**config.mk**
```make
export PLATFORM = sky130hd
export DESIGN_NAME = psc_ctrl
export DESIGN_NICKNAME = d
export VERILOG_FILES = /design/src/psc_pkg.sv /design/src/psc_ctrl.sv
export SDC_FILE = /design/constraint.sdc
export NUM_CORES = 1
export LEC_CHECK = 0
export ABC_AREA = 1
export BUFFER_PORTS_ARGS = -buffer_cell sky130_fd_sc_hd__buf_2
export CAP_MARGIN = 20
export CORE_AREA = 5 5 42 44
export CTS_BUF_LIST = sky130_fd_sc_hd__clkbuf_2
export DETAILED_ROUTE_END_ITERATION = 8
export DIE_AREA = 0 0 47 49
export SYNTH_ARGS = -nofsm -noshare
export SYNTH_HDL_FRONTEND = slang
export SYNTH_SLANG_ARGS = --single-unit
```
**constraint.sdc**
```tcl
create_clock -name clk -period 1.85 [get_ports clk]
set_clock_uncertainty 0.1 [all_clocks]
set_input_delay 0.37 -clock clk [delete_from_list [all_inputs] [get_ports clk]]
set_output_delay 0.37 -clock clk [all_outputs]
set_load 0.02 [all_outputs]
```
**src/psc_pkg.sv**
```systemverilog
// Shared types and constants for the PID speed controller.
// Used by the channel interfaces, the controller, the datapath and the top level.
`default_nettype none

package psc_pkg;

    localparam int SPEED_W    = 16;
    localparam int ERR_W      = 17;
    localparam int DIFF_W     = 18;
    localparam int GAIN_W     = 24;
    localparam int TICK_W     = 16;
    localparam int INTEG_W    = 24;
    localparam int INC_W      = 29;
    localparam int INC_LSB    = 4;
    localparam int ISUM_W     = 30;
    localparam int LEVEL_W    = 8;
    localparam int LEVEL_LSB  = 24;
    localparam int I_SHIFT    = 12;
    localparam int CFG_IDX_W  = 3;
    localparam int CFG_DATA_W = 24;
    localparam int MUL_A_W    = 25;
    localparam int MUL_B_W    = 24;
    localparam int PROD_W     = 50;
    localparam int RATE_W     = 34;
    localparam int SPLIT_W    = 17;
    localparam int ACC_W      = 60;

    typedef logic [CFG_IDX_W-1:0] cfg_idx_t;

    localparam cfg_idx_t CFG_PROP_GAIN   = 3'd0;
    localparam cfg_idx_t CFG_INTEG_GAIN  = 3'd1;
    localparam cfg_idx_t CFG_DERIV_GAIN  = 3'd2;
    localparam cfg_idx_t CFG_TICK_PERIOD = 3'd3;
    localparam cfg_idx_t CFG_TICK_RATE   = 3'd4;

    localparam logic [GAIN_W-1:0] PROP_GAIN_RST   = 24'd31457;
    localparam logic [GAIN_W-1:0] INTEG_GAIN_RST  = 24'd1049;
    localparam logic [GAIN_W-1:0] DERIV_GAIN_RST  = 24'd8389;
    localparam logic [TICK_W-1:0] TICK_PERIOD_RST = 16'd1311;
    localparam logic [TICK_W-1:0] TICK_RATE_RST   = 16'd50;

    // +-100 rpm*s in Q8.16
    localparam logic signed [ISUM_W-1:0] INTEG_LIMIT     = 30'sd6553600;
    localparam logic signed [ISUM_W-1:0] INTEG_LIMIT_NEG = -30'sd6553600;
    // +-255 in Q.24
    localparam logic signed [ACC_W-1:0] OUT_LIMIT     = 60'sd4278190080;
    localparam logic signed [ACC_W-1:0] OUT_LIMIT_NEG = -60'sd4278190080;

    typedef enum logic [3:0] {
        ST_IDLE,
        ST_INC,
        ST_PROP,
        ST_INTEG,
        ST_RATE,
        ST_DLO,
        ST_DHI,
        ST_DSUM,
        ST_DONE
    } state_t;

    typedef enum logic [2:0] {
        MS_PERIOD,
        MS_PROP,
        MS_INTEG,
        MS_RATE,
        MS_DLO,
        MS_DHI
    } mul_sel_t;

    typedef enum logic [2:0] {
        US_NONE,
        US_INC,
        US_PROP,
        US_INTEG,
        US_SPLIT,
        US_DLO,
        US_DHI
    } use_sel_t;

    typedef struct packed {
        logic     load;
        mul_sel_t mul_sel;
        use_sel_t use_sel;
        logic     publish;
    } ctrl_cmd_t;

    typedef struct packed {
        logic out_busy;
    } ctrl_status_t;

endpackage

`default_nettype wire

```
**src/psc_ctrl.sv**
```systemverilog
// Sequencer for the PID speed controller: steps the shared multiplier.
// Depends on psc_pkg for the state, command and status types.
`default_nettype none

module psc_ctrl (
    input  wire logic                  clk,
    input  wire logic                  rst_n,
    input  wire logic                  in_valid,
    output logic                       in_ready,
    input  wire psc_pkg::ctrl_status_t status,
    output psc_pkg::ctrl_cmd_t         cmd
);

    psc_pkg::state_t state_reg;
    psc_pkg::state_t state_next;

    always_ff @(posedge clk or negedge rst_n)
    begin
        if (!rst_n)
        begin
            state_reg <= psc_pkg::ST_IDLE;
        end
        else
        begin
            state_reg <= state_next;
        end
    end

    always_comb
    begin
        state_next  = state_reg;
        in_ready    = 1'b0;
        cmd.load    = 1'b0;
        cmd.mul_sel = psc_pkg::MS_PERIOD;
        cmd.use_sel = psc_pkg::US_NONE;
        cmd.publish = 1'b0;
        case (state_reg)
            psc_pkg::ST_IDLE:
            begin
                in_ready = 1'b1;
                if (in_valid)
                begin
                    cmd.load   = 1'b1;
                    state_next = psc_pkg::ST_INC;
                end
            end
            psc_pkg::ST_INC:
            begin
                cmd.mul_sel = psc_pkg::MS_PERIOD;
                state_next  = psc_pkg::ST_PROP;
            end
            psc_pkg::ST_PROP:
            begin
                cmd.mul_sel = psc_pkg::MS_PROP;
                cmd.use_sel = psc_pkg::US_INC;
                state_next  = psc_pkg::ST_INTEG;
            end
            psc_pkg::ST_INTEG:
            begin
                cmd.mul_sel = psc_pkg::MS_INTEG;
                cmd.use_sel = psc_pkg::US_PROP;
                state_next  = psc_pkg::ST_RATE;
            end
            psc_pkg::ST_RATE:
            begin
                cmd.mul_sel = psc_pkg::MS_RATE;
                cmd.use_sel = psc_pkg::US_INTEG;
                state_next  = psc_pkg::ST_DLO;
            end
            psc_pkg::ST_DLO:
            begin
                cmd.mul_sel = psc_pkg::MS_DLO;
                cmd.use_sel = psc_pkg::US_SPLIT;
                state_next  = psc_pkg::ST_DHI;
            end
            psc_pkg::ST_DHI:
            begin
                cmd.mul_sel = psc_pkg::MS_DHI;
                cmd.use_sel = psc_pkg::US_DLO;
                state_next  = psc_pkg::ST_DSUM;
            end
            psc_pkg::ST_DSUM:
            begin
                cmd.use_sel = psc_pkg::US_DHI;
                state_next  = psc_pkg::ST_DONE;
            end
            psc_pkg::ST_DONE:
            begin
                // hold until the output register is free
                if (!status.out_busy)
                begin
                    cmd.publish = 1'b1;
                    state_next  = psc_pkg::ST_IDLE;
                end
            end
            default:
            begin
                state_next = psc_pkg::ST_IDLE;
            end
        endcase
    end

endmodule

`default_nettype wire

```
==> flow_metrics.env <==
export IMPL_status="finished, final reports clean"
export IMPL_clk_pin_slew_worst_paths_ns=0.05
export IMPL_r2r_slack_ns=0.76
export IMPL_clk_insertion_delay_late_ns=0.22
export IMPL_hp_class="in -> reg"
export IMPL_drt_pass1_iter_count=2
export IMPL_slew_headroom_pct=78.8
export IMPL_yosysSeqAreaShare_pct=40.2
export IMPL_dp_cells=62
export IMPL_synth_cell_types=14
export IMPL_final_area_sq_um=354
export IMPL_maxSlewViolCount=0
export IMPL_synth_area_leaders="dfrtp_1 (40%), nor2_1 (12%), nand2_1 (7.5%)"
export IMPL_critPathLaunchType="flop"
export IMPL_htreeDepth=1
export IMPL_fin_total_pwr_mw=0.780
export IMPL_grt_max_degree=9
export IMPL_r2r_start="state_reg[0]$_DFFE_PN0P_"
export IMPL_yosys_area_top_type_share_pct=40.2
export IMPL_ys_warn_count=0
export IMPL_initial_core_util_pct=17.8
export IMPL_dieHeight_microns=49
export IMPL_placedInstanceArea_sq_um=329
export IMPL_cp_max_fo=8
export IMPL_peakVddDrop_v=0.000722
export IMPL_num_vias=262
export IMPL_drtAntennaViolNets=0
export IMPL_ys_ff_latch=4
export IMPL_area_delta_synth_final_pct=42.2
export IMPL_max_stage_delay_ns=0.44
export IMPL_syn_nets=38
export IMPL_io_pin_count=13
export IMPL_clk_root_buffer_cell="clkbuf_2"
export IMPL_cellPowerDensity_nw_per_um2=2200
export IMPL_path_cells="nor2_4 > inv_2 > a21oi_1 > buf_2"
export IMPL_netlist_instances=34
export IMPL_detailed_place_hpwl_microns=504
export IMPL_fin_crit_sh_pct=93.4
export IMPL_diodes=0
export IMPL_fin_cells=66
export IMPL_numCtsBuffers=3
export IMPL_grt_pass1_wl_microns=972
export IMPL_holdWs_ns=0.350
export IMPL_rr_endpoint="state_reg[0]$_DFFE_PN0P_"
export IMPL_drive_gt1_share_pct=46.0
export IMPL_hold_violations=0
export IMPL_antenna_found_initial=0
export IMPL_grt_ovfl_total=0
export IMPL_slowest_stage="dfrtp_1"
export IMPL_fp_coreArea_sq_um=1400
export IMPL_worstSetupStartpoint="state_reg[0]$_DFFE_PN0P_"
export IMPL_drc_errors=0
export IMPL_clock_fmax_ghz=0.579
export IMPL_max_slew_worst_pin_slew_ns=0.314
export IMPL_fin_nets=56
export IMPL_io_buffer_count=12
export IMPL_syn_avg_cell_area_sq_um=7.32
export IMPL_hp_start="status"
export IMPL_cts_resized=0
export IMPL_rows=14
export IMPL_rsz0062_at_grt="false"
export IMPL_crit_type="reg -> out"
export IMPL_period_needed_ns=1.73
export IMPL_whs_endpoint="state_reg[0]$_DFFE_PN0P_"
export IMPL_cp_data_required_time_ns=1.38
export IMPL_wl_microns=608
export IMPL_vias_per_cell=3.97
export IMPL_die_x_microns=47
export IMPL_max_cap_viol_count=0
export IMPL_cts_tree="done"
export IMPL_rr_worst_depth=4
export IMPL_first_iter_violations=10
export IMPL_power_leakage_nw=0.200
export IMPL_synth_largest_area_cell="dfrtp_1"
export IMPL_setup_viol=0
export IMPL_holdPathStages=4
export IMPL_clock_path_buffers=2
export IMPL_gp_congestion=0.667
export IMPL_netlist_area_sq_um=249
export IMPL_fillers=177
export IMPL_dieArea_sq_um=2300
export IMPL_wl_per_cell_microns=9.21
export IMPL_grt_pass1_vias=247
export IMPL_tns_ns=0
export IMPL_cts_sinks=4
export IMPL_grt_usage_pct=6.49
export IMPL_largest_register_ffs=4
export IMPL_critPathCaptureType="output port"
export IMPL_crit_arrival_ns=1.26
worst max-delay path: cells and delay by family, from the launching register on:
kind / cells / cell delay, ns
AO/OA/AOI/OAI: 1 / 0.11
buffers and inverters: 2 / 0.24
flip-flops: 1 / 0.44
AND/OR/NAND/NOR: 1 / 0.24
worst max path at each step:
stage                   to  slack (ns)  depth (start not counted)
global route        cmd[2]        0.02                          4
detailed placement  cmd[2]        0.36                          4
CTS                 cmd[2]        0.11                          4
floorplan           cmd[6]        0.29                          3
global placement    cmd[2]        0.34                          4
finish              cmd[2]        0.12                          4
where the power goes:
| part | total (mW) | switching, mW | internal (mW) |
|---|---|---|---|
| combinational | 0.515 | 0.346 | 0.169 |
| sequential | 0.184 | 0.0532 | 0.130 |
| clock | 0.0814 | 0.0379 | 0.0435 |
| total | 0.780 | 0.437 | 0.343 |
final cells by class:
class                           count  area [sq um]  area share (%)
Tap cell                           16          20.0            5.65
Timing Repair Buffer               13          70.1            19.8
Inverter                            5          18.8            5.30
Clock buffer                        3          15.0            4.24
Multi-Input combinational cell     25           130            36.7
Sequential cell                     4           100            28.3
metrics by stage:
step	util, %	worst slack [ns]
3_5_place_dp	23.5	0.363
6_report	25.3	0.121
3_3_place_gp	23.5	0.339
5_1_grt	25.3	0.0189
4_1_cts	25.3	0.113
2_1_floorplan	-	0.290
metal layers:
metal  global-route usage (%)  vias up  wire length, microns
li1                         -      141                     -
met5                        0        -                     0
met4                     6.91        0                    10
met1                     6.62      110                   251
met2                     8.37        9                   302
met3                     3.69        2                    44
kinds of logic (layout without fill, tap and decap cells):
group / Yosys count / after routing / synth area share [%]
flip-flops: 4 / 4 / 40.2
buffers and inverters: 5 / 21 / 7.54
AO/OA/AOI/OAI: 5 / 5 / 13.1
AND/OR/NAND/NOR: 20 / 20 / 39.2
cell usage after synthesis:
cell     n
nand3_1  1
nor3_1   2
nor2_4   1
nor2_1   8
nand2_2  1
or2_2    1
inv_1    3
o21ai_2  2
dfrtp_1  4
inv_2    2
nand3_2  1
nand2_1  5
a21oi_1  1
o21ai_0  2
timing repair:
| item | in CTS | in global routing |
|---|---|---|
| endpoints found under the hold margin | 4 | 0 |
| hold buffers | 1 | 0 |
| setup endpoints to repair | 0 | 0 |
| buffers inserted | 0 | 0 |
placed cells by master, fill, tap and decap left out:
cell	count
nor2_4	1
o21ai_2	2
nand2_1	5
nand2_2	1
nand3_1	1
o21ai_0	2
dlygate4sd3_1	1
buf_2	12
nand3_2	1
nor3_1	2
dfrtp_1	4
inv_2	2
or2_2	1
clkbuf_2	3
inv_1	3
a21oi_1	1
nor2_1	8
(Power assumes the default switching activity.)
